File: src/design/npc_pkg.sv
package npc_pkg;

  // Default fraction width of the fixed-point coordinates.
  localparam int NPC_FRAC_BITS = 16;

  // Pipeline layout: three front stages, one divider stage per quotient bit, one output stage.
  localparam int NPC_FRONT_STAGES = 3;
  localparam int NPC_DIV_STEPS    = 32;
  localparam int NPC_STAGES       = NPC_FRONT_STAGES + NPC_DIV_STEPS + 1;

  // Division lanes: x and y of the cut on edge a-b, then x and y of the cut on edge a-c.
  localparam int NPC_LANES = 4;
  localparam int LANE_BX   = 0;
  localparam int LANE_BY   = 1;
  localparam int LANE_CX   = 2;
  localparam int LANE_CY   = 3;

  // Codes for the rotation start vertex.
  localparam logic [1:0] ROT_V0 = 2'd0;
  localparam logic [1:0] ROT_V1 = 2'd1;
  localparam logic [1:0] ROT_V2 = 2'd2;

  typedef logic signed [31:0] coord_t;

  typedef struct packed {
    coord_t x;
    coord_t y;
    coord_t z;
  } vtx_t;

  typedef struct packed {
    vtx_t p;
    vtx_t q;
    vtx_t r;
  } trg_t;

  // Rotated triangle and its clip case.
  typedef struct packed {
    vtx_t a;
    vtx_t b;
    vtx_t c;
    logic two;   // two vertices inside
    logic pass;  // all three inside
  } side_t;

  // Magnitudes ahead of the multiply.
  typedef struct packed {
    logic [31:0] m;
    logic [31:0] dmag;
    logic        neg;
  } pre_t;

  typedef struct packed {
    side_t             side;
    logic [31:0]       n;
    pre_t [NPC_LANES-1:0] lane;
  } pre_stage_t;

  // Restoring divider state: partial remainder, and a word that shifts the low
  // product bits out and the quotient bits in.
  typedef struct packed {
    logic [31:0] rem;
    logic [31:0] w;
    logic [31:0] m;
    logic        neg;
  } lane_t;

  typedef struct packed {
    side_t                 side;
    lane_t [NPC_LANES-1:0] lane;
  } div_t;

endpackage

File: src/design/npc_back.sv
module npc_back import npc_pkg::*; (
  input  logic         clk,
  input  logic         rst_n,
  input  logic         en,
  input  logic         out_tvalid,
  input  logic         out_tready,
  input  logic [30:0]  near,
  input  div_t         d_in,
  output logic         done,
  output logic [287:0] out_tdata,
  output logic         out_tlast
);

  trg_t t0_nxt;
  trg_t t1_nxt;
  trg_t t0_r;
  trg_t t1_r;
  trg_t cur;
  logic two_r;
  logic piece_r;
  logic piece_nxt;
  vtx_t ib;
  vtx_t ic;
  side_t s;

  // Apply the signed offsets to get both cut points, then build the triangles.
  always_comb begin
    logic [31:0] q [NPC_LANES];
    coord_t      nz;
    s  = d_in.side;
    for (int l = 0; l < NPC_LANES; l++) begin
      q[l] = d_in.lane[l].w;
    end
    nz   = 32'd0 - {1'b0, near};
    ib.x = d_in.lane[LANE_BX].neg ? s.a.x - q[LANE_BX] : s.a.x + q[LANE_BX];
    ib.y = d_in.lane[LANE_BY].neg ? s.a.y - q[LANE_BY] : s.a.y + q[LANE_BY];
    ib.z = nz;
    ic.x = d_in.lane[LANE_CX].neg ? s.a.x - q[LANE_CX] : s.a.x + q[LANE_CX];
    ic.y = d_in.lane[LANE_CY].neg ? s.a.y - q[LANE_CY] : s.a.y + q[LANE_CY];
    ic.z = nz;
    t1_nxt.p = ic;
    t1_nxt.q = s.b;
    t1_nxt.r = s.c;
    priority if (s.pass) begin
      t0_nxt.p = s.a; t0_nxt.q = s.b; t0_nxt.r = s.c;
    end else if (s.two) begin
      t0_nxt.p = ib; t0_nxt.q = s.b; t0_nxt.r = ic;
    end else begin
      t0_nxt.p = s.a; t0_nxt.q = ib; t0_nxt.r = ic;
    end
  end

  // The held item leaves once its final piece is taken.
  assign done = out_tvalid && out_tready && (!two_r || piece_r);

  always_comb begin
    piece_nxt = piece_r;
    if (en) begin
      piece_nxt = 1'b0;
    end else if (out_tvalid && out_tready && two_r && !piece_r) begin
      piece_nxt = 1'b1;
    end
  end

  always_ff @(posedge clk) begin
    if (!rst_n) begin
      piece_r <= 1'b0;
    end else begin
      piece_r <= piece_nxt;
    end
  end

  always_ff @(posedge clk) begin
    if (en) begin
      t0_r  <= t0_nxt;
      t1_r  <= t1_nxt;
      two_r <= s.two && !s.pass;
    end
  end

  // Present the current piece, first field in the lowest bits.
  assign cur       = piece_r ? t1_r : t0_r;
  assign out_tdata = {cur.r.z, cur.r.y, cur.r.x, cur.q.z, cur.q.y, cur.q.x,
                      cur.p.z, cur.p.y, cur.p.x};
  assign out_tlast = !two_r || piece_r;

endmodule

File: config.mk
export PLATFORM = sky130hd
export DESIGN_NAME = npc_back
export DESIGN_NICKNAME = d
export VERILOG_FILES = /design/src/design/npc_pkg.sv /design/src/design/npc_back.sv
export SDC_FILE = /design/constraint.sdc
export NUM_CORES = 1
export LEC_CHECK = 0
export ABC_AREA = 1
export ABC_CLOCK_PERIOD_IN_PS = 7270
export BUFFER_PORTS_ARGS = -buffer_cell sky130_fd_sc_hd__buf_2
export CAP_MARGIN = 0
export CORE_AREA = 2 2 393 395
export DETAILED_ROUTE_END_ITERATION = 16
export DIE_AREA = 0 0 395 397
export PLACE_DENSITY = 0.44
export SETUP_SLACK_MARGIN = 0.3
export SLEW_MARGIN = 0
export SYNTH_ARGS = -nofsm -noshare
export SYNTH_HDL_FRONTEND = slang
export SYNTH_SLANG_ARGS = --single-unit
export TNS_END_PERCENT = 10
File: constraint.sdc
create_clock -name clk -period 7.27 [get_ports clk]
set_clock_uncertainty 0.1 [all_clocks]
set_input_delay 0.727 -clock clk [delete_from_list [all_inputs] [get_ports clk]]
set_output_delay 0.727 -clock clk [all_outputs]
set_load 0.01 [all_outputs]
==> results.json <==
{
  "rows": 144,
  "grt_pass1_wl_microns": 233000,
  "power.share.sequential": 0.395,
  "gp_congestion": 0.910,
  "place_area_sq_um": 43800,
  "wl_per_cell_microns": 20.9,
  "die_w_microns": 395,
  "critical-path-max-stage-delay_ns": 0.71,
  "wirelength_microns": 164000,
  "whs_ns": 0.121,
  "dp_hpwl_microns": 130000,
  "viasPerCell": 4.51,
  "start_util": 0.247,
  "grt_use_total": 0.202,
  "dp_slack_ns": 2.57,
  "cts_made_buffers": 75,
  "htree_levels": 3,
  "grt_pass1_vias": 33300,
  "stdcell_area_sq_um": 46100,
  "grt_remaining_overflow": 0,
  "cts.repair.resized": 0,
  "pin_count": 1004,
  "synthFlopType": "edfxtp_1",
  "synth_fp_nets": 5886,
  "fin_crit_sh": 0.625,
  "layout_setup_ws_ns": 2.73,
  "crit_family": "buffers and inverters",
  "power.switching_w": 0.00364,
  "cp_num_buf_inv": 4,
  "ys_top_cells_by_area": "edfxtp_1, nand2_1, inv_1, ha_1, nand3_1",
  "drt_first_iter_violations": 2528,
  "synth.most_common_cell": "nand2_1",
  "arrival_ns": 3.72,
  "synth_seq_cells": 578,
  "synth_top_area_cell": "edfxtp_1",
  "die_height_microns": 397,
  "peakVddDrop_mv": 0.161,
  "dieArea_sq_um": 157000,
  "power_frac_comb": 0.261,
  "clock_sinks": 578,
  "worstMarginPinSlew_ns": 1.20,
  "synth_seq_area_share": 0.459,
  "syn-cell-area_sq_um": 37800,
  "ys_types": 45,
  "drc": 0,
  "synth_top_area_frac": 0.458,
  "grt_max_degree": 167,
  "min_path_type": "in -> reg",
  "switching_share": 0.341,
  "rsz0062_at_grt": "false",
  "period_needed_ns": 4.54,
  "yosysWarnings": 0,
  "ant_nets": 0,
  "synth-async-reset-ratio": 0,
  "clock_latency_ns": 0.68,
  "path_cells": "buf_4 > buf_4 > buf_4 > nand2_1 > nand2_1 > buf_2",
  "crit_fanout": 57,
  "antenna_found_initial": 47,
  "outcome": "finished clean",
  "relSlewSlack": 0.190,
  "cpMaxStageDelayCell": "buf_4",
  "criticalPathCategory": "reg -> out",
  "post_cts_hold_buffer_count": 0,
  "hold_violations": 0,
  "postSynthCellCount": 5039,
  "layout.nets": 6590,
  "drive_gt1_frac": 0.164,
  "synth_commonest_cells": "nand2_1, inv_1, edfxtp_1",
  "dr_total_vias": 35400,
  "worst_ep_required_time_ns": 6.44,
  "clk_pin_slew_ns": 0.07,
  "drt_first_pass_iters": 6,
  "cts_setup_buffers": 0,
  "final-setup-viol-count": 0,
  "synth_edf_count": 577,
  "area_delta_synth_final_pct": 22.0,
  "crit_path_start_kind": "flip-flop",
  "p_int_w": 0.00702,
  "power_density_nw_per_um2": 231,
  "endpoint_kind": "output pin",
  "portBuffers": 747,
  "slew_violations": 0,
  "cts_tree": "built",
  "cts_buffer_depth": 3,
  "tns_ns": 0,
  "fmax_mhz": 220,
  "root_buffer": "clkbuf_16",
  "coreArea_sq_um": 153000,
  "power_leakage_nw": 22.5,
  "maxCapViolations": 0,
  "crit_top_cell": "buf_4",
  "power_frac_clock": 0.344,
  "synth.avg_cell_area_sq_um": 7.51
}
registers in the layout (all words and copies together), names as in the netlist:
signal,cells
t0_r,288
t1_r,288
piece_r,1
two_r,1
power groups by stage:
stage	Sequential, W	Combinational (W)	Clock, W
after floorplan	0.00426	0.00154	0
after global placement	0.00428	0.00278	0
after detailed placement	0.00428	0.00278	0
after CTS	0.00422	0.00280	0.00381
after global routing	0.00425	0.00309	0.00391
final	0.00421	0.00278	0.00367
metal layers:
metal  global-route usage  vias up  routed length, microns
li1                     -    17500                       -
met1                0.279    16600                   75800
met2                0.316     1088                   72700
met3               0.0478      210                   11600
met4               0.0558       42                    3790
met5                    0        -                     238
worst paths after layout:
path | slack (ns) | to | cells past startpoint | start
max | 2.73 | out_tdata[25] | 6 | piece_r$_SDFFE_PP0P_
min | 0.12 | t1_r[171]$_DFFE_PP_ | 1 | d_in[561]
max reg2reg | 5.69 | piece_r$_SDFFE_PP0P_ | 4 | piece_r$_SDFFE_PP0P_
min reg2reg | 0.51 | piece_r$_SDFFE_PP0P_ | 4 | two_r$_DFFE_PP_
cells by family (layout without fill, tap and decap cells):
logic type / Yosys count / in the layout / synth area share
other: 0 / 11 / 0
buffers and inverters: 727 / 1486 / 0.0752
AO/OA/AOI/OAI: 334 / 334 / 0.0466
AND/OR/NAND/NOR: 3074 / 3074 / 0.329
XOR/XNOR: 193 / 193 / 0.0455
flip-flops: 578 / 578 / 0.459
adder cells (fa/ha/maj): 133 / 133 / 0.0448
final cells by class:
cell class	instances	area (sq um)
fill	16900	107000
multi-input combinational	3734	17600
sequential	578	17400
timing repair buffer	765	3960
tap	2044	2560
inverter	589	2240
clock buffer	97	1960
clock inverter	35	399
antenna	11	27.5
layout by cell type (no fill, tap or decap), types with 54 or more instances in the layout:
cell / n
nand3_1: 291
a21oi_1: 128
or2_2: 54
nor2_1: 341
xor2_1: 149
buf_2: 745
edfxtp_1: 577
o21ai_0: 162
inv_1: 582
nand2_1: 2227
clkbuf_16: 75
ha_1: 129
through the flow:
stage,utilization,std cells,total power (W)
global placement,0.286,7710,0.00706
detailed placement,0.286,7710,0.00706
global route,0.301,7846,0.0112
floorplan,-,5039,0.00579
CTS,0.301,7842,0.0108
finish,0.302,7853,0.0107
worst reg2reg max path, delay by kind of cell, from the launching register on:
family                 cells  cell delay [ns]
and+or+nand+nor            3             0.31
buffers and inverters      1             0.58
DFF                        1             0.44
(Power assumes the default switching activity.)
