===== src/design/npc_pkg.sv =====
package npc_pkg;

  // Default fraction width of the fixed-point coordinates.
  localparam int NPC_FRAC_BITS = 16;

  // Pipeline layout: three front stages, one divider stage per quotient bit, one output stage.
  localparam int NPC_FRONT_STAGES = 3;
  localparam int NPC_DIV_STEPS    = 32;
  localparam int NPC_STAGES       = NPC_FRONT_STAGES + NPC_DIV_STEPS + 1;

  // Division lanes: x and y of the cut on edge a-b, then x and y of the cut on edge a-c.
  localparam int NPC_LANES = 4;
  localparam int LANE_BX   = 0;
  localparam int LANE_BY   = 1;
  localparam int LANE_CX   = 2;
  localparam int LANE_CY   = 3;

  // Codes for the rotation start vertex.
  localparam logic [1:0] ROT_V0 = 2'd0;
  localparam logic [1:0] ROT_V1 = 2'd1;
  localparam logic [1:0] ROT_V2 = 2'd2;

  typedef logic signed [31:0] coord_t;

  typedef struct packed {
    coord_t x;
    coord_t y;
    coord_t z;
  } vtx_t;

  typedef struct packed {
    vtx_t p;
    vtx_t q;
    vtx_t r;
  } trg_t;

  // Rotated triangle and its clip case.
  typedef struct packed {
    vtx_t a;
    vtx_t b;
    vtx_t c;
    logic two;   // two vertices inside
    logic pass;  // all three inside
  } side_t;

  // Magnitudes ahead of the multiply.
  typedef struct packed {
    logic [31:0] m;
    logic [31:0] dmag;
    logic        neg;
  } pre_t;

  typedef struct packed {
    side_t             side;
    logic [31:0]       n;
    pre_t [NPC_LANES-1:0] lane;
  } pre_stage_t;

  // Restoring divider state: partial remainder, and a word that shifts the low
  // product bits out and the quotient bits in.
  typedef struct packed {
    logic [31:0] rem;
    logic [31:0] w;
    logic [31:0] m;
    logic        neg;
  } lane_t;

  typedef struct packed {
    side_t                 side;
    lane_t [NPC_LANES-1:0] lane;
  } div_t;

endpackage


===== src/design/npc_div_step.sv =====
module npc_div_step import npc_pkg::*; (
  input  logic clk,
  input  logic en,
  input  div_t d_in,
  output div_t d_out
);

  div_t d_nxt;
  div_t d_r;

  // One restoring step per lane: shift in the next dividend bit, subtract if it fits.
  always_comb begin
    logic [32:0] t;
    logic [32:0] diff;
    logic        ge;
    d_nxt.side = d_in.side;
    for (int l = 0; l < NPC_LANES; l++) begin
      t    = {d_in.lane[l].rem, d_in.lane[l].w[31]};
      diff = t - {1'b0, d_in.lane[l].m};
      ge   = t >= {1'b0, d_in.lane[l].m};
      d_nxt.lane[l].rem = ge ? diff[31:0] : t[31:0];
      d_nxt.lane[l].w   = {d_in.lane[l].w[30:0], ge};
      d_nxt.lane[l].m   = d_in.lane[l].m;
      d_nxt.lane[l].neg = d_in.lane[l].neg;
    end
  end

  always_ff @(posedge clk) begin
    if (en) begin
      d_r <= d_nxt;
    end
  end

  assign d_out = d_r;

endmodule


===== config.mk =====
export PLATFORM = sky130hd
export DESIGN_NAME = npc_div_step
export DESIGN_NICKNAME = d
export VERILOG_FILES = /design/src/design/npc_pkg.sv /design/src/design/npc_div_step.sv
export SDC_FILE = /design/constraint.sdc
export NUM_CORES = 1
export LEC_CHECK = 0
export BUFFER_PORTS_ARGS = -buffer_cell sky130_fd_sc_hd__buf_4
export CELL_PAD_IN_SITES_DETAIL_PLACEMENT = 1
export CELL_PAD_IN_SITES_GLOBAL_PLACEMENT = 1
export CORE_AREA = 4 4 520 522
export CTS_BUF_LIST = sky130_fd_sc_hd__clkbuf_2 sky130_fd_sc_hd__clkbuf_4 sky130_fd_sc_hd__clkbuf_8
export DETAILED_ROUTE_END_ITERATION = 10
export DIE_AREA = 0 0 524 526
export PLACE_DENSITY_LB_ADDON = 0.25
export SETUP_SLACK_MARGIN = 0.1
export SLEW_MARGIN = 15
export SYNTH_ARGS = -nofsm -noshare
export SYNTH_HDL_FRONTEND = slang
export SYNTH_SLANG_ARGS = --single-unit

===== constraint.sdc =====
create_clock -name clk -period 8.6 [get_ports clk]
set_input_delay 0.86 -clock clk [delete_from_list [all_inputs] [get_ports clk]]
set_output_delay 0.86 -clock clk [all_outputs]
set_load 0.05 [all_outputs]

==> impl_metrics.json, run 1 <==
{
  "nNetsFinal": 4632,
  "critPathKind": "input pin to flip-flop",
  "multi_input_area_um2": 7610,
  "hpwl_um": 178000,
  "critPathRequiredTime_ns": 9.20,
  "grt_pass1_wl_um": 267000,
  "wl_met1_um": 80400,
  "post_cts_buffers": 0,
  "fillers": 30069,
  "overflow": 0,
  "synth_edf_count": 678,
  "worstSetupEndpointType": "flip-flop",
  "setup_tns_ns": 0,
  "wl_per_cell_um": 28.2,
  "crit_path_cell_trace": "dlygate4sd3_1 > buf_4 > inv_1 > ha_1 > o21a_1 > o31ai_2 > a21oi_2 > o2111ai_2 > a211oi_2 > o2111ai_2 > a211oi_2 > o311a_2 > buf_4 > mux2_2",
  "gr-usage-all-layers_pct": 14.6,
  "ant_nets": 0,
  "syn-num-nets": 2763,
  "post_drt_via_cell_ratio": 3.29,
  "yosysWarnings": 0,
  "whs_path_depth": 1,
  "htreeDepth": 4,
  "rsz0062_at_grt": "false",
  "cp-start-kind": "input pin",
  "antenna_found_initial": 119,
  "io_buffers": 1357,
  "top_layer": "met5",
  "die_h_um": 526,
  "worstHoldEndpoint": "d_out[394]$_DFFE_PP_",
  "rows": 189,
  "largest_reg_flops": 678,
  "crit_fanout": 24,
  "relSlewSlack_pct": 30.6,
  "slowest_delay_ns": 0.57,
  "cp_data_arrival_time_ns": 5.18,
  "grt_max_degree": 148,
  "worstMarginPinSlew_ns": 1.04,
  "gp_congestion": 0.866,
  "min_period_ns": 4.58,
  "clockBufferDepth": 4,
  "synthFlopType": "edfxtp_1",
  "ys_seq_area_share_pct": 70.7,
  "cts_tree": "built",
  "area_growth_pct": 74.9,
  "final_max_slew_viol_count": 0,
  "hold_viol": 0,
  "hold_ws_ns": 0.178,
  "ys_seq_elements": 678,
  "drive_gt1_share_pct": 43.0,
  "drc": 0,
  "regArea_um2": 20400,
  "ys_async_sr_fraction_pct": 0,
  "firstDrtPassIters": 5,
  "min_path_type": "input pin to flip-flop",
  "post_cts_resized": 0,
  "dpl.cell_count": 6816,
  "io_pins": 1358,
  "ctsHoldBuffers": 377,
  "fin_crit_sh_pct": 53.2,
  "drt-initial-drc-count": 1211,
  "cts_root_buffer": "clkbuf_8",
  "fp.dieW_um": 524,
  "vias": 24625,
  "worst_path_max_delay_cell": "dlygate4sd3_1",
  "powerDensity_nw_per_um2": 225,
  "syn_area_per_cell_um2": 14.8,
  "setup-violations-final": 0,
  "wl_um": 212000,
  "final.setup.worst_slack_ns": 4.02,
  "stdcell_count": 7491,
  "synthCells": 1951,
  "core_um2": 265000,
  "ir_worst_vdd_uv": 104,
  "maxCapViolations": 0,
  "clk_pin_slew_ns": 0.06,
  "fmax_mhz": 218,
  "min-delay-start": "d_in[394]",
  "wl_met2_um": 98400,
  "die_area_um2": 276000,
  "numCtsBuffers": 158,
  "yosysUniqueCellTypes": 74,
  "cts_sinks": 678,
  "status": "complete, no violations",
  "p_total_mw": 11.3,
  "dr_wl_met3_um": 27400,
  "grt_pass1_vias": 26802,
  "place_ws_ns": 3.55,
  "synthesis.area_um2": 28800,
  "p_leak_nw": 20.8,
  "start_util_pct": 10.9
}
metrics by stage:
step / util, % / area [um2]
6_report: 19.0 / 50400
5_1_grt: 19.0 / 50400
4_1_cts: 19.0 / 50300
3_5_place_dp: 16.4 / 43300
3_3_place_gp: 16.4 / 43300
2_1_floorplan: - / 28800
synth_stat cells, types with 14 or more instances:
master,instances,area share (%)
o21a_1,16,0.42
and3_1,16,0.35
nand3_1,29,0.50
nor2_1,107,1.4
clkbuf_1,25,0.33
nor2b_1,20,0.43
nand2b_1,17,0.37
ha_1,128,5.6
xor2_1,44,1.3
nor3_1,15,0.26
xnor2_1,61,1.9
a21o_1,62,1.6
edfxtp_1,678,71
nand2_1,103,1.3
a31oi_1,14,0.30
nand4_1,16,0.35
mux2_2,43,1.7
a21oi_1,148,2.6
inv_1,165,2.2
o21ai_0,94,1.6
worst max-delay path: cells and delay by family:
family                     cells  cell delay [ns]
buffers and inverters          4             1.18
AOI/OAI and AO/OA              8             2.33
adders and majority gates      1             0.37
muxes                          1             0.39
routing by layer:
layer / up-vias / track usage (%)
met5: - / 0
met4: 10 / 3.24
met3: 387 / 8.19
met2: 1177 / 24.3
met1: 11962 / 16.2
li1: 11089 / -
power breakdown:
group	total, mW	switching, mW	internal (mW)
Sequential	4.15	0.129	4.02
Combinational	3.11	2.11	0.993
Clock	4.08	1.83	2.26
Total	11.3	4.07	7.27
how the worst max path moves through the flow:
stage	to	startpoint	slack (ns)	depth (start not counted)
after detailed placement	d_out[264]$_DFFE_PP_	d_in[196]	3.55	13
final	d_out[272]$_DFFE_PP_	d_in[197]	4.02	14
after global placement	d_out[261]$_DFFE_PP_	d_in[196]	3.55	13
after CTS	d_out[272]$_DFFE_PP_	d_in[197]	4.04	14
after global routing	d_out[272]$_DFFE_PP_	d_in[197]	3.81	14
after floorplan	d_out[363]$_DFFE_PP_	d_in[298]	5.00	13
cell usage in the layout, fill, tap and decap left out, types with 16 or more instances in the layout:
| cell | instances |
|---|---|
| mux2_2 | 43 |
| nor2_1 | 107 |
| nand2b_1 | 17 |
| nand2_1 | 103 |
| edfxtp_1 | 678 |
| buf_4 | 1367 |
| dlygate4sd3_1 | 377 |
| nand3_1 | 29 |
| o21a_1 | 16 |
| nor2b_1 | 20 |
| clkinv_2 | 22 |
| xnor2_1 | 61 |
| clkinv_1 | 33 |
| inv_1 | 165 |
| nand4_1 | 16 |
| a21o_1 | 62 |
| ha_1 | 128 |
| diode_2 | 24 |
| xor2_1 | 44 |
| and3_1 | 16 |
| clkbuf_4 | 34 |
| o21ai_0 | 94 |
| clkbuf_8 | 161 |
| a21oi_1 | 148 |
logic make-up after synthesis:
group	count (synthesis)	synth area share, %
compound gates	418	9.23
xor+xnor	105	3.19
flops	678	70.7
fa+ha+maj	132	5.84
mux	56	2.24
buf+inv	204	2.90
simple gates	358	5.90
final cells by class:
class                   count  share of cell area [%]
inverters                 165                    1.23
diodes                     24                   0.119
multi-input cells        1069                    15.1
flip-flops and latches    678                    40.4
clock inverters            79                    1.41
clock buffers             195                    4.91
well taps                3533                    8.78
repair buffers           1748                    28.0
Power figures use the tool's default switching activity.
==> run 2: changes to the inputs <==
Settings changed: CORE_AREA 4 4 520 522 to 4 4 524 526, DIE_AREA 0 0 524 526 to 0 0 528 530.
Clock period 8.6 ns to 4.6 ns, I/O delays scaled along.
==> run 2 against run 1 <==
  * Final cell count up 5.0%
  * Critical path depth down 1
  * Clock power up 80%
  * Non-clock buffer count up 326
  * Global-route usage up 0.14 points
  * Combinational power up 96%
  * Worst hold slack better by 0.045 ns
  * Final area up 6.4%
  * Utilization up 0.85 points
  * Sequential power up 88%
  * Setup slack worse by 3.2 ns
  * Largest cell class unchanged
  * Largest power group unchanged
==> impl_metrics.json, run 2 (synthesis results as in run 1) <==
{
  "drt-initial-drc-count": 1345,
  "cts_tree": "built",
  "critPathRequiredTime_ns": 5.23,
  "drive_gt1_share_pct": 40.2,
  "area_growth_pct": 86.2,
  "crit_path_cell_trace": "dlygate4sd3_1 > buf_4 > inv_1 > ha_1 > a21o_1 > a211oi_1 > a211oi_1 > nor3_1 > o31a_1 > a21oi_1 > a2111oi_4 > buf_4 > mux2_2",
  "gr-usage-all-layers_pct": 14.8,
  "cts_sinks": 678,
  "fp.dieW_um": 528,
  "rsz0062_at_grt": "false",
  "layout_commonest_cell": "buf_4",
  "io_buffers": 1357,
  "powerDensity_nw_per_um2": 397,
  "min_path_type": "input pin to flip-flop",
  "die_area_um2": 280000,
  "rows": 191,
  "fmax_mhz": 267,
  "ir_worst_vdd_uv": 207,
  "p_leak_nw": 22.1,
  "finalInstanceArea_um2": 53600,
  "core_um2": 270000,
  "final_cell_mix": "1389 x buf_4, 678 x edfxtp_1, 676 x dlygate4sd3_1, 165 x inv_1, 159 x clkbuf_8",
  "relSlewSlack_pct": 32.4,
  "antenna_found_initial": 127,
  "hold_viol": 0,
  "nNetsFinal": 4957,
  "setup-violations-final": 0,
  "overflow": 0,
  "ant_nets": 0,
  "status": "complete, no violations",
  "wl_per_cell_um": 27.6,
  "fin_crit_sh_pct": 81.4,
  "cp-start-kind": "input pin",
  "grt_pass1_vias": 28339,
  "grt_pass1_wl_um": 276000,
  "post_cts_resized": 0,
  "post_drt_via_cell_ratio": 3.33,
  "wl_um": 217000,
  "die_h_um": 530,
  "final_max_slew_viol_count": 0,
  "cp.buffers_inverters": 4,
  "htreeDepth": 4,
  "clk_pin_slew_ns": 0.06,
  "maxCapViolations": 0,
  "setup_tns_ns": 0,
  "worstSetupEndpointType": "flip-flop",
  "worstMarginPinSlew_ns": 1.01,
  "drc": 0,
  "vias": 26165,
  "io_pins": 1358,
  "crit_fanout": 37,
  "min_period_ns": 3.75,
  "largest_reg_flops": 678,
  "numCtsBuffers": 157,
  "grt_max_degree": 109,
  "cp_data_arrival_time_ns": 4.38,
  "place_area_um2": 43700,
  "cp_top_family": "compound AO/OA/AOI/OAI gates",
  "gp_congestion": 0.832,
  "critPathKind": "input pin to flip-flop",
  "clockBufferDepth": 4,
  "start_util_pct": 10.7,
  "slowest_delay_ns": 0.55,
  "final_util_pct": 19.9,
  "worst_path_max_delay_cell": "dlygate4sd3_1",
  "cts_root_buffer": "clkbuf_8",
  "hpwl_um": 183000,
  "firstDrtPassIters": 5
}
-- run 2: cell count changes in the layout (fill, tap and decap cells not counted), moves of 3 or more --
cell | previous run | this run
buf_12 | 3 | 8
buf_4 | 1367 | 1389
clkinv_1 | 33 | 37
diode_2 | 24 | 31
clkinv_2 | 22 | 18
bufinv_16 | 12 | 9
dlygate4sd3_1 | 377 | 676
clkbuf_4 | 34 | 45
-- run 2: report_power, final --
part | total (mW) | switching, mW | leakage [nW] | internal (mW)
registers | 7.82 | 0.306 | 6.64 | 7.52
clock network | 7.36 | 3.28 | 1.63 | 4.09
logic | 6.09 | 4.03 | 13.9 | 2.06
-- run 2: worst paths after layout --
check,start,to,slack (ns),cells past startpoint
max,d_in[9],d_out[92]$_DFFE_PP_,0.85,13
min,d_in[96],d_out[33]$_DFFE_PP_,0.22,3
-- run 2: tightest hold or removal path, cell delays in order --
cell       delay (ns)
buf_4            0.13
a2111oi_4        0.07
inv_1            0.23
-- run 2: final cells by class --
| cell class | instances | area [um2] |
|---|---|---|
| inverter | 165 | 619 |
| timing repair buffer | 2074 | 17400 |
| sequential | 678 | 20400 |
| tap | 3570 | 4470 |
| clock buffer | 204 | 2530 |
| multi-input combinational | 1069 | 7610 |
| fill | 30726 | 216000 |
| clock inverter | 73 | 584 |
| antenna | 31 | 77.6 |
-- run 2: per-stage QoR --
stage          hold slack, ns  power (mW)  std cells  setup WS [ns]
2_1_floorplan           0.559        10.9       1951           1.40
3_3_place_gp            0.638        13.6       6880          0.493
3_5_place_dp            0.639        13.6       6880          0.547
4_1_cts                0.0387        21.9       7833          0.963
5_1_grt                0.0963        22.4       7854          0.750
6_report                0.223        21.3       7864          0.855
-- run 2: per-layer routing --
layer / routed length (um) / GRT usage [%] / share of wire [%]
met1: 84400 / 16.9 / 39
met2: 99700 / 24.2 / 46
met3: 27700 / 8.17 / 13
met4: 4730 / 2.87 / 2.2
met5: 104 / 0 / 0.048
-- run 2: repair_timing --
| item | in CTS | in global routing |
|---|---|---|
| hold buffers | 676 | 0 |
| endpoints found under the setup margin | 0 | 0 |
| setup buffers | 0 | 0 |
| hold endpoints to repair | 678 | 0 |
==> run 3: changes to the inputs <==
Settings changed: CORE_AREA 4 4 524 526 to 4 4 531 533, DIE_AREA 0 0 528 530 to 0 0 535 537.
Clock period 4.6 ns to 3.08 ns, I/O delays scaled along.
==> run 3 against run 2 <==
  * Via count increased by 7.6%
  * Critical path depth increased by 1
  * Combinational power increased by 63%
  * Setup slack got worse by 0.79 ns
  * Sequential power increased by 50%
  * Utilization increased by 1.1 points
  * Sequential share of layout area decreased by 2.9 points
  * Wire length increased by 5.2%
  * Flip-flop and latch count unchanged
  * Critical endpoint is now d_out[274]$_DFFE_PP_
  * Largest cell class is now buffers
==> impl_metrics.json, run 3 (synthesis results as in run 1) <==
{
  "status": "complete, no violations",
  "cts_root_buffer": "clkbuf_8",
  "layout_commonest_cell": "buf_4",
  "relSlewSlack_pct": 57.5,
  "cts_sinks": 678,
  "min_path_type": "input pin to flip-flop",
  "worst_path_max_delay_cell": "dlygate4sd3_1",
  "final_util_pct": 21.0,
  "setup-violations-final": 0,
  "start_util_pct": 10.4,
  "io_buffers": 1357,
  "grt_pass1_wl_um": 292000,
  "internal-power_mw": 20.9,
  "regArea_um2": 20400,
  "ant_nets": 0,
  "multi_input_area_um2": 7820,
  "finalInstanceArea_um2": 58100,
  "wl_um": 228000,
  "place_ws_ns": -0.635,
  "min_period_ns": 3.01,
  "nNetsFinal": 5431,
  "rsz0062_at_grt": "true",
  "antenna_found_initial": 124,
  "fillers": 31356,
  "final_max_slew_viol_count": 0,
  "fp.dieW_um": 535,
  "powerDensity_nw_per_um2": 564,
  "dpl.cell_count": 7298,
  "htreeDepth": 4,
  "drc": 0,
  "die_h_um": 537,
  "largest_reg_flops": 678,
  "cp_data_arrival_time_ns": 3.64,
  "slowest_delay_ns": 0.55,
  "rows": 193,
  "final_cell_mix": "1672 x buf_4, 859 x dlygate4sd3_1, 678 x edfxtp_1, 164 x inv_1, 163 x clkbuf_8",
  "drt-initial-drc-count": 1352,
  "overflow": 0,
  "place_area_um2": 46000,
  "area_growth_pct": 102,
  "final.setup.worst_slack_ns": 0.0663,
  "grt_pass1_vias": 30916,
  "clockPowerShare_pct": 34.0,
  "p_leak_nw": 24.3,
  "critPathRequiredTime_ns": 3.71,
  "io_pins": 1358,
  "core_um2": 276000,
  "die_area_um2": 287000,
  "worstMarginPinSlew_ns": 0.637,
  "stdcell_count": 8471,
  "cts_tree": "built",
  "drive_gt1_share_pct": 43.0,
  "ir_worst_vdd_uv": 347,
  "firstDrtPassIters": 7,
  "crit_path_cell_trace": "dlygate4sd3_1 > buf_4 > inv_1 > ha_1 > o21a_1 > o31ai_2 > a21oi_2 > o2111ai_4 > a211oi_4 > o2111ai_2 > a211oi_2 > o311a_4 > buf_12 > mux2_2",
  "hold_viol": 0,
  "netSwitchingPower_mw": 11.9,
  "cp-start-kind": "input pin",
  "numCtsBuffers": 160,
  "hpwl_um": 191000,
  "p_seq_share_pct": 35.6,
  "clockBufferDepth": 4,
  "gr-usage-all-layers_pct": 15.1,
  "vias": 28153,
  "maxCapViolations": 0,
  "wl_per_cell_um": 26.9,
  "grt_max_degree": 87,
  "fin_crit_sh_pct": 97.8,
  "combinationalPowerShare_pct": 30.3,
  "critPathKind": "input pin to flip-flop",
  "fmax_mhz": 332,
  "hold_ws_ns": 0.158,
  "clk_pin_slew_ns": 0.06,
  "switching_share_pct": 36.2,
  "post_drt_via_cell_ratio": 3.32,
  "worstSetupEndpointType": "flip-flop",
  "crit_fanout": 13,
  "gp_congestion": 0.984
}
[run 3: power groups by stage]
stage / clock network [mW] / registers, mW / logic [mW]
2_1_floorplan: 0 / 14.7 / 1.57
3_3_place_gp: 0 / 11.9 / 8.94
3_5_place_dp: 0 / 11.9 / 8.96
4_1_cts: 11.9 / 11.7 / 10.1
5_1_grt: 12.2 / 11.8 / 10.5
6_report: 11.2 / 11.7 / 9.95
[run 3: area by class of cell]
type / instances / area share, %
repair buffers: 2545 / 36.9
flip-flops and latches: 678 / 35.1
multi-input cells: 1069 / 13.5
well taps: 3705 / 7.98
clock buffers: 198 / 4.32
clock inverters: 80 / 1.09
inverters: 165 / 1.07
diodes: 31 / 0.134
[run 3: per-stage QoR]
step / TNS, ns / power [mW]
finish: 0 / 32.8
global route: 0 / 34.5
CTS: 0 / 33.6
detailed placement: -38.25 / 20.8
global placement: -34.61 / 20.8
floorplan: 0 / 16.3
[run 3: final timing paths]
check	startpoint	to	slack [ns]	cells past startpoint
setup / recovery	d_in[198]	d_out[274]$_DFFE_PP_	0.07	14
hold / removal	d_in[67]	d_out[68]$_DFFE_PP_	0.16	5
[run 3: critical path: cells and delay by family]
family / cells / cell delay [ns]
muxes: 1 / 0.35
AOI/OAI and AO/OA: 8 / 1.71
buffers and inverters: 4 / 0.91
adders and majority gates: 1 / 0.34
[run 3: layer usage]
layer  GRT usage, %  up-vias  routed length, um
li1               -    12693                  -
met1           18.6    13846              95800
met2           24.2     1255             102000
met3           6.89      349              25000
met4           2.86       10               4590
met5              0        -                 71
[run 3: timing repair]
action,4_1_cts,5_1_grt
endpoints found under the setup margin,0,87
gates resized for setup,0,35
hold endpoints to repair,730,0
setup buffers,0,4
hold buffers,859,0
